--- src/drct_pkg.sv ---
// Shared constants, codes and types of the datagram relay client table.
package drct_pkg;

    localparam int TABLE_SLOTS = 16;
    localparam int MAX_RESULTS = 16;
    localparam int SLOT_W      = $clog2(TABLE_SLOTS);
    localparam int CNT_W       = $clog2(MAX_RESULTS + 1);

    localparam int SOCK_W      = 16;
    localparam int HOST_W      = 32;
    localparam int PORT_W      = 16;
    localparam int ACT_W       = 2;
    localparam int SLOT_OUT_W  = 4;

    localparam int S_TDATA_W   = 160;
    localparam int M_FIELDS_W  = SLOT_OUT_W + HOST_W + PORT_W;
    localparam int M_TDATA_W   = ((M_FIELDS_W + 7) / 8) * 8;
    localparam int M_PAD_W     = M_TDATA_W - M_FIELDS_W;

    localparam int QUEUE_DEPTH = 2;
    localparam int QPTR_W      = (QUEUE_DEPTH > 1) ? $clog2(QUEUE_DEPTH) : 1;
    localparam int QCNT_W      = $clog2(QUEUE_DEPTH + 1);

    localparam logic [SOCK_W-1:0] REG_SOCKET = 16'h0002;
    localparam logic [HOST_W-1:0] REG_HOST   = 32'h0000_0000;
    localparam logic [HOST_W-1:0] BCAST_HOST = 32'hffff_ffff;

    localparam logic [ACT_W-1:0] ACT_NEW       = 2'd0;
    localparam logic [ACT_W-1:0] ACT_RECONNECT = 2'd1;
    localparam logic [ACT_W-1:0] ACT_FORWARD   = 2'd2;

    typedef struct packed {
        logic              is_reg;
        logic              is_bcast;
        logic [HOST_W-1:0] dest_host;
        logic [PORT_W-1:0] dest_port;
        logic [HOST_W-1:0] src_host;
        logic [PORT_W-1:0] src_port;
        logic [HOST_W-1:0] sender_host;
        logic [PORT_W-1:0] sender_port;
    } hdr_t;

endpackage

--- src/drct_front.sv ---
// Front end: header intake, classification and a short header queue.
module drct_front
    import drct_pkg::*;
(
    input  logic                 aclk,
    input  logic                 aresetn,
    input  logic                 s_tvalid,
    output logic                 s_tready,
    input  logic [S_TDATA_W-1:0] s_tdata,
    output logic                 q_valid,
    output hdr_t                 q_head,
    input  logic                 q_pop
);

    hdr_t              fifo_mem_reg [QUEUE_DEPTH];
    logic [QPTR_W-1:0] wr_ptr_reg, wr_ptr_next;
    logic [QPTR_W-1:0] rd_ptr_reg, rd_ptr_next;
    logic [QCNT_W-1:0] count_reg, count_next;
    hdr_t              in_hdr;
    logic              push;
    logic              pop;
    logic [SOCK_W-1:0] in_socket;

    assign in_socket          = s_tdata[15:0];
    assign in_hdr.dest_host   = s_tdata[47:16];
    assign in_hdr.dest_port   = s_tdata[63:48];
    assign in_hdr.src_host    = s_tdata[95:64];
    assign in_hdr.src_port    = s_tdata[111:96];
    assign in_hdr.sender_host = s_tdata[143:112];
    assign in_hdr.sender_port = s_tdata[159:144];
    assign in_hdr.is_reg      = (in_socket == REG_SOCKET) && (in_hdr.dest_host == REG_HOST);
    assign in_hdr.is_bcast    = (in_hdr.dest_host == BCAST_HOST);

    assign s_tready = (count_reg != QCNT_W'(QUEUE_DEPTH));
    assign q_valid  = (count_reg != '0);
    assign q_head   = fifo_mem_reg[rd_ptr_reg];

    assign push = s_tvalid && s_tready;
    assign pop  = q_pop && q_valid;

    always_comb begin
        wr_ptr_next = wr_ptr_reg;
        rd_ptr_next = rd_ptr_reg;
        count_next  = count_reg;
        if (push) begin
            wr_ptr_next = (wr_ptr_reg == QPTR_W'(QUEUE_DEPTH - 1)) ? '0 : wr_ptr_reg + 1'b1;
        end
        if (pop) begin
            rd_ptr_next = (rd_ptr_reg == QPTR_W'(QUEUE_DEPTH - 1)) ? '0 : rd_ptr_reg + 1'b1;
        end
        if (push && !pop) begin
            count_next = count_reg + 1'b1;
        end else if (pop && !push) begin
            count_next = count_reg - 1'b1;
        end
    end

    always_ff @(posedge aclk) begin
        if (!aresetn) begin
            wr_ptr_reg <= '0;
            rd_ptr_reg <= '0;
            count_reg  <= '0;
        end else begin
            wr_ptr_reg <= wr_ptr_next;
            rd_ptr_reg <= rd_ptr_next;
            count_reg  <= count_next;
        end
    end

    always_ff @(posedge aclk) begin
        if (push) begin
            fifo_mem_reg[wr_ptr_reg] <= in_hdr;
        end
    end

endmodule

--- src/drct_back.sv ---
// Back end: client table, slot scan sequencer and result output register.
module drct_back
    import drct_pkg::*;
(
    input  logic                 aclk,
    input  logic                 aresetn,
    input  logic                 q_valid,
    input  hdr_t                 q_head,
    output logic                 q_pop,
    output logic                 m_tvalid,
    input  logic                 m_tready,
    output logic [M_TDATA_W-1:0] m_tdata,
    output logic [ACT_W-1:0]     m_tuser,
    output logic                 m_tlast
);

    localparam logic [1:0] ST_IDLE  = 2'd0;
    localparam logic [1:0] ST_REG   = 2'd1;
    localparam logic [1:0] ST_FWD   = 2'd2;
    localparam logic [1:0] ST_FLUSH = 2'd3;

    logic [1:0]            state_reg, state_next;
    logic [SLOT_W-1:0]     idx_reg, idx_next;
    logic [CNT_W-1:0]      n_reg, n_next;
    logic                  pend_valid_reg, pend_valid_next;
    logic [SLOT_W-1:0]     pend_slot_reg, pend_slot_next;
    logic [HOST_W-1:0]     pend_host_reg, pend_host_next;
    logic [PORT_W-1:0]     pend_port_reg, pend_port_next;

    logic [TABLE_SLOTS-1:0] valid_reg;
    logic [HOST_W-1:0]      host_mem_reg [TABLE_SLOTS];
    logic [PORT_W-1:0]      port_mem_reg [TABLE_SLOTS];

    logic                  m_tvalid_reg;
    logic [SLOT_OUT_W-1:0] out_slot_reg;
    logic [HOST_W-1:0]     out_host_reg;
    logic [PORT_W-1:0]     out_port_reg;
    logic [ACT_W-1:0]      out_act_reg;
    logic                  out_last_reg;

    logic [1:0]            mode;
    logic                  busy, out_free, step;
    logic                  cur_valid;
    logic [HOST_W-1:0]     cur_host;
    logic [PORT_W-1:0]     cur_port;
    logic                  src_match, dst_match, hit, last_idx;

    logic                  emit, emit_last;
    logic [ACT_W-1:0]      emit_act;
    logic [SLOT_W-1:0]     emit_slot;
    logic [HOST_W-1:0]     emit_host;
    logic [PORT_W-1:0]     emit_port;
    logic                  tbl_new, tbl_port;

    assign mode      = (state_reg == ST_IDLE) ? (q_head.is_reg ? ST_REG : ST_FWD) : state_reg;
    assign busy      = (state_reg != ST_IDLE) || q_valid;
    assign out_free  = !m_tvalid_reg || m_tready;
    assign step      = busy && out_free;

    assign cur_valid = valid_reg[idx_reg];
    assign cur_host  = host_mem_reg[idx_reg];
    assign cur_port  = port_mem_reg[idx_reg];
    assign src_match = (cur_host == q_head.src_host) && (cur_port == q_head.src_port);
    assign dst_match = (cur_host == q_head.dest_host) && (cur_port == q_head.dest_port);
    assign hit       = cur_valid && (q_head.is_bcast ? !src_match : dst_match)
                       && (n_reg != CNT_W'(MAX_RESULTS));
    assign last_idx  = (idx_reg == SLOT_W'(TABLE_SLOTS - 1));

    always_comb begin
        state_next      = state_reg;
        idx_next        = idx_reg;
        n_next          = n_reg;
        pend_valid_next = pend_valid_reg;
        pend_slot_next  = pend_slot_reg;
        pend_host_next  = pend_host_reg;
        pend_port_next  = pend_port_reg;
        emit            = 1'b0;
        emit_last       = 1'b0;
        emit_act        = ACT_FORWARD;
        emit_slot       = idx_reg;
        emit_host       = q_head.sender_host;
        emit_port       = q_head.sender_port;
        tbl_new         = 1'b0;
        tbl_port        = 1'b0;
        q_pop           = 1'b0;
        if (step) begin
            case (mode)
                ST_REG: begin
                    if (!cur_valid) begin
                        tbl_new    = 1'b1;
                        emit       = 1'b1;
                        emit_last  = 1'b1;
                        emit_act   = ACT_NEW;
                        q_pop      = 1'b1;
                        state_next = ST_IDLE;
                        idx_next   = '0;
                    end else if (src_match) begin
                        tbl_port   = 1'b1;
                        emit       = 1'b1;
                        emit_last  = 1'b1;
                        emit_act   = ACT_RECONNECT;
                        q_pop      = 1'b1;
                        state_next = ST_IDLE;
                        idx_next   = '0;
                    end else if (last_idx) begin
                        // table full: fall through to forwarding
                        state_next = ST_FWD;
                        idx_next   = '0;
                    end else begin
                        state_next = ST_REG;
                        idx_next   = idx_reg + 1'b1;
                    end
                end
                ST_FWD: begin
                    if (hit) begin
                        if (pend_valid_reg) begin
                            emit      = 1'b1;
                            emit_act  = ACT_FORWARD;
                            emit_slot = pend_slot_reg;
                            emit_host = pend_host_reg;
                            emit_port = pend_port_reg;
                        end
                        pend_valid_next = 1'b1;
                        pend_slot_next  = idx_reg;
                        pend_host_next  = cur_host;
                        pend_port_next  = cur_port;
                        n_next          = n_reg + 1'b1;
                    end
                    if (last_idx) begin
                        state_next = ST_FLUSH;
                        idx_next   = '0;
                    end else begin
                        state_next = ST_FWD;
                        idx_next   = idx_reg + 1'b1;
                    end
                end
                ST_FLUSH: begin
                    if (pend_valid_reg) begin
                        emit      = 1'b1;
                        emit_last = 1'b1;
                        emit_act  = ACT_FORWARD;
                        emit_slot = pend_slot_reg;
                        emit_host = pend_host_reg;
                        emit_port = pend_port_reg;
                    end
                    pend_valid_next = 1'b0;
                    n_next          = '0;
                    q_pop           = 1'b1;
                    state_next      = ST_IDLE;
                end
                default: begin
                    state_next = ST_IDLE;
                end
            endcase
        end
    end

    always_ff @(posedge aclk) begin
        if (!aresetn) begin
            state_reg      <= ST_IDLE;
            idx_reg        <= '0;
            n_reg          <= '0;
            pend_valid_reg <= 1'b0;
            valid_reg      <= '0;
            m_tvalid_reg   <= 1'b0;
        end else begin
            state_reg      <= state_next;
            idx_reg        <= idx_next;
            n_reg          <= n_next;
            pend_valid_reg <= pend_valid_next;
            if (tbl_new) begin
                valid_reg[idx_reg] <= 1'b1;
            end
            if (emit) begin
                m_tvalid_reg <= 1'b1;
            end else if (m_tready) begin
                m_tvalid_reg <= 1'b0;
            end
        end
    end

    always_ff @(posedge aclk) begin
        pend_slot_reg <= pend_slot_next;
        pend_host_reg <= pend_host_next;
        pend_port_reg <= pend_port_next;
        if (tbl_new) begin
            host_mem_reg[idx_reg] <= q_head.sender_host;
        end
        if (tbl_new || tbl_port) begin
            port_mem_reg[idx_reg] <= q_head.sender_port;
        end
        if (emit) begin
            out_act_reg  <= emit_act;
            out_slot_reg <= SLOT_OUT_W'(emit_slot);
            out_host_reg <= emit_host;
            out_port_reg <= emit_port;
            out_last_reg <= emit_last;
        end
    end

    assign m_tvalid = m_tvalid_reg;
    assign m_tdata  = {{M_PAD_W{1'b0}}, out_port_reg, out_host_reg, out_slot_reg};
    assign m_tuser  = out_act_reg;
    assign m_tlast  = out_last_reg;

endmodule

--- src/datagram_relay_client_table_top.sv ---
// Top level of the datagram relay client table.
//
// s_ channel: one received tunnel header per word. m_ channel: one
// acknowledge or forward copy per word, m_tlast on the final word of a
// header, m_tuser carrying the action code.
// Headers enter a two-deep queue; the back end visits one table slot per
// cycle while no word waits on m_tready. A registration that decides
// at slot k visits slots 0 to k and gives one word. A forwarded header
// visits all 16 slots, then a flush step releases the held copy with
// m_tlast; a registration that finds the table full scans it once more
// to forward. The slot scan is the limit on throughput; the queue lets
// the next header in meanwhile.
// Reset empties the table and the queue and drops any word on m_.
// While a word waits on m_tready it holds and the scan halts; the
// queue keeps taking headers until it is full.
module datagram_relay_client_table_top
    import drct_pkg::*;
(
    input  logic                 aclk,
    input  logic                 aresetn,
    input  logic                 s_tvalid,
    output logic                 s_tready,
    // dest_socket, dest_host, dest_port, src_host, src_port, sender_host, sender_port
    input  logic [S_TDATA_W-1:0] s_tdata,
    output logic                 m_tvalid,
    input  logic                 m_tready,
    // slot, target_host, target_port, zero padding
    output logic [M_TDATA_W-1:0] m_tdata,
    // action
    output logic [ACT_W-1:0]     m_tuser,
    output logic                 m_tlast
);

    logic q_valid;
    hdr_t q_head;
    logic q_pop;

    drct_front u_front (
        .aclk     (aclk),
        .aresetn  (aresetn),
        .s_tvalid (s_tvalid),
        .s_tready (s_tready),
        .s_tdata  (s_tdata),
        .q_valid  (q_valid),
        .q_head   (q_head),
        .q_pop    (q_pop)
    );

    drct_back u_back (
        .aclk     (aclk),
        .aresetn  (aresetn),
        .q_valid  (q_valid),
        .q_head   (q_head),
        .q_pop    (q_pop),
        .m_tvalid (m_tvalid),
        .m_tready (m_tready),
        .m_tdata  (m_tdata),
        .m_tuser  (m_tuser),
        .m_tlast  (m_tlast)
    );

endmodule

--- config.mk ---
export PLATFORM = sky130hd
export DESIGN_NAME = datagram_relay_client_table_top
export DESIGN_NICKNAME = d
export VERILOG_FILES = /design/src/drct_pkg.sv /design/src/drct_front.sv /design/src/drct_back.sv /design/src/datagram_relay_client_table_top.sv
export SDC_FILE = /design/constraint.sdc
export NUM_CORES = 1
export LEC_CHECK = 0
export ABC_AREA = 1
export BUFFER_PORTS_ARGS = -buffer_cell sky130_fd_sc_hd__buf_2
export CAP_MARGIN = 40
export CORE_UTILIZATION = 35
export DETAILED_ROUTE_END_ITERATION = 7
export PLACE_DENSITY_LB_ADDON = 0.2
export SLEW_MARGIN = 15
export SYNTH_ARGS = -nofsm -noshare
export SYNTH_HDL_FRONTEND = slang
export SYNTH_SLANG_ARGS = --single-unit
--- constraint.sdc ---
create_clock -name aclk -period 9.5 [get_ports aclk]
set_input_delay 0.95 -clock aclk [delete_from_list [all_inputs] [get_ports aclk]]
set_output_delay 0.95 -clock aclk [all_outputs]
set_load 0.01 [all_outputs]
==> flow_metrics.env <==
export IMPL_tns_ns=0
export IMPL_synth_edf_count=1167
export IMPL_num_fill_cells=13600
export IMPL_cts_root_buf="clkbuf_16"
export IMPL_final_nets=4865
export IMPL_initial_core_util_pct=35.2
export IMPL_final_util_pct=40.5
export IMPL_start_kind="flip-flop"
export IMPL_grt_total_usage_pct=21.1
export IMPL_min_path_type="input port to flip-flop"
export IMPL_slew_headroom_pct=33.0
export IMPL_clockBufferDepth=3
export IMPL_rsz0062_at_grt="false"
export IMPL_path_buf_inv=4
export IMPL_ys_flop_type="edfxtp_1"
export IMPL_portBuffers=220
export IMPL_clock_fmax_mhz=166
export IMPL_gp_congestion=0.859
export IMPL_worst_slack_ns=3.49
export IMPL_htree_levels=3
export IMPL_critPathArrivalTime_ns=6.36
export IMPL_grt_max_degree=163
export IMPL_num_rows=139
export IMPL_fin_crit_sh_pct=63.3
export IMPL_postCtsHoldBufs=0
export IMPL_grt_pass1_wl_mm=222
export IMPL_boundaryPins=225
export IMPL_seq_area_frac_synth_pct=70.8
export IMPL_cts_tree="built"
export IMPL_max_cap_violations=0
export IMPL_area_growth_pct=14.8
export IMPL_antenna_found_initial=9
export IMPL_syn_area_per_cell_um2=11.3
export IMPL_vias=33800
export IMPL_cts_buffers=121
export IMPL_place_area_um2=54000
export IMPL_worst_setup_path_type="flip-flop to flip-flop"
export IMPL_cpPeakStageDelay_ns=0.74
export IMPL_post_cts_setup_buffers=0
export IMPL_path_max_fanout=41
export IMPL_worst_slew_pin_slew_ns=1.00
export IMPL_ys_warn_count=0
export IMPL_drtAntennaViolNets=0
export IMPL_fp_dieH_um=382
export IMPL_grt_overflow_total=0
export IMPL_drt_iter0_drc=3315
export IMPL_core_um2=143000
export IMPL_netlist_area_um2=50600
export IMPL_max_vdd_ir_drop_v=0.000184
export IMPL_place_inst=6470
export IMPL_dieWidth_um=382
export IMPL_crit_top_cell="nand2_1"
export IMPL_synth_async_reset_ratio_pct=0
export IMPL_cts_resized=0
export IMPL_largest_reg_flops=512
export IMPL_dp_hpwl_mm=96.1
export IMPL_clock_latency_ns=0.75
export IMPL_dp_slack_ns=2.78
export IMPL_layoutNonFillerInstCount=6703
export IMPL_finalSetupViolCount=0
export IMPL_synth_distinct_cells=45
export IMPL_final_hold_violation_count=0
export IMPL_clock_skew_ns=0.0457
export IMPL_crit_path_end_kind="flip-flop"
export IMPL_routed_wirelength_mm=157
export IMPL_path_clk_slew_ns=0.06
export IMPL_drive_above_1_share_pct=12.7
export IMPL_cp_top_family="buffers and inverters"
export IMPL_p_leak_nw=21.9
export IMPL_drt_pass1_iter_count=5
export IMPL_slowest_stage="dfxtp_4"
export IMPL_min_period_ns=6.01
export IMPL_post_drt_wl_per_cell_um=23.4
export IMPL_cts_sinks=1205
export IMPL_fin_area_um2=58000
export IMPL_dieArea_um2=146000
export IMPL_synth_cells=4494
export IMPL_finalMaxSlewViolations=0
export IMPL_vias_per_cell=5.04
export IMPL_drc=0
export IMPL_grt_pass1_vias=31400
export IMPL_required_ns=9.85
export IMPL_status="complete, no violations"
export IMPL_crit_chain="buf_4, buf_4, nand3_1, nand3_1, nand3_1, nand2_1, nand2_1, nand2_1, nand3_1, nor2_1, nand2_1, nor2_1, nand3_1, nand2_1, nand4_1, nand2_1, nand2_1, inv_2, buf_4"
export IMPL_power_density_nw_per_um2=287
export IMPL_synth_seq_cells=1205
-- metal layers --
layer / track usage [%] / wire length (µm) / up-vias
met5: 0 / 0 / -
met4: 7.04 / 4500 / 0
met3: 2.68 / 10500 / 212
met1: 30.2 / 69800 / 16600
met2: 33.0 / 71800 / 1221
li1: - / - / 15700
-- logic make-up after synthesis --
group                      Yosys count  synth area share [%]
other                                1               0.00742
adders and majority gates            7                 0.173
AOI/OAI and AO/OA                  400                  4.34
muxes                               14                 0.277
and+or+nand+nor                   2278                  19.1
xor gates and xnor gates             8                 0.139
DFF                               1205                  70.8
buffers and inverters              581                  5.16
-- power by group --
part           switching [mW]  total (mW)  internal (mW)
clock network            2.04        4.77           2.73
logic                    3.68        4.87           1.19
registers               0.201        7.05           6.85
total                    5.92        16.7           10.8
-- worst paths after layout --
| path | from | end | slack [ns] | cells past startpoint |
|---|---|---|---|---|
| worst max register to register | flip-flop | u_back.out_host_reg[23] | 3.49 | 19 |
| worst min register to register | u_back.valid_reg[13] | u_back.valid_reg[13] | 0.46 | 1 |
| worst max-delay path | flip-flop | u_back.out_host_reg[23] | 3.49 | 19 |
| worst min-delay path | s_tdata[60] | u_front.fifo_mem_reg[1][108] | 0.39 | 1 |
-- worst register-to-register path, cell delays in order (launching register included) --
cell and delay (ns):
dfxtp_4 0.74, buf_4 0.65, buf_4 0.69, nand3_1 0.17, nand3_1 0.11, nand3_1 0.30, nand2_1 0.27, nand2_1 0.07
nand2_1 0.06, nand3_1 0.06, nor2_1 0.18, nand2_1 0.07, nor2_1 0.35, nand3_1 0.14, nand2_1 0.13, nand4_1 0.20
nand2_1 0.11, nand2_1 0.08, inv_2 0.64, buf_4 0.55
-- cell type report --
type	instances	area, µm²	share of cell area [%]
sequential	1205	35800	61.7
timing repair buffer	297	2140	3.68
clock inverter	65	693	1.19
inverter	358	1370	2.36
multi-input combinational	2711	12400	21.4
clock buffer	158	3220	5.54
tap	1903	2380	4.10
antenna	6	15.0	0.0259
-- cells in the final DEF (no fill, tap or decap), drive strengths merged --
master,synthesis,layout
nand2,1269,1269
edfxtp,1167,1167
nand3,504,504
inv,356,355
nor2,347,347
o21ai,299,299
buf,148,297
clkbuf,75,158
or2,93,93
clkinv,2,53
o211ai,47,47
dfxtp,38,38
nand3b,28,28
a21oi,26,26
nand4,16,16
o21a,16,16
mux2i,14,14
nor4,13,13
bufinv,0,13
ha,7,7
diode,0,6
xor2,6,6
o2111ai,6,6
o22ai,5,5
conb,1,4
nor3,3,3
and2,3,3
xnor2,2,2
clkinvlp,0,2
a31oi,1,1
nor4b,1,1
and3,1,1
-- Yosys cell counts (2+ instances only) --
library cell  number  area share [%]
a21oi_1           25            0.25
and2_0             2           0.025
buf_1             22            0.16
buf_2             74            0.73
buf_4             18            0.27
buf_6             32            0.71
clkbuf_1          75            0.56
clkinv_1           2           0.015
dfxtp_1           38             1.5
edfxtp_1        1167              69
ha_1               7            0.17
inv_1            354             2.6
mux2i_1           14            0.28
nand2_1         1264             9.4
nand2_2            4           0.049
nand3_1          501             5.0
nand3_2            3           0.059
nand3b_1          28            0.42
nand4_1           16            0.20
nor2_1           344             2.6
nor2_2             3           0.037
nor3_1             3           0.030
nor4_1            13            0.16
o2111ai_1          6            0.10
o211ai_1          47            0.70
o21a_1            16            0.24
o21ai_0          262             2.6
o21ai_1           37            0.37
o22ai_1            5           0.062
or2_0              2           0.025
or2_1              8           0.099
or2_2             83             1.0
xnor2_1            2           0.035
xor2_1             6            0.10
-- metrics by stage --
step | hold WS [ns] | power [mW]
after global routing | 0.362 | 17.4
after floorplan | 0.435 | 10.1
after detailed placement | 0.448 | 12.0
after CTS | 0.330 | 16.7
after global placement | 0.442 | 11.9
final | 0.386 | 16.7
(Power assumes the default switching activity.)
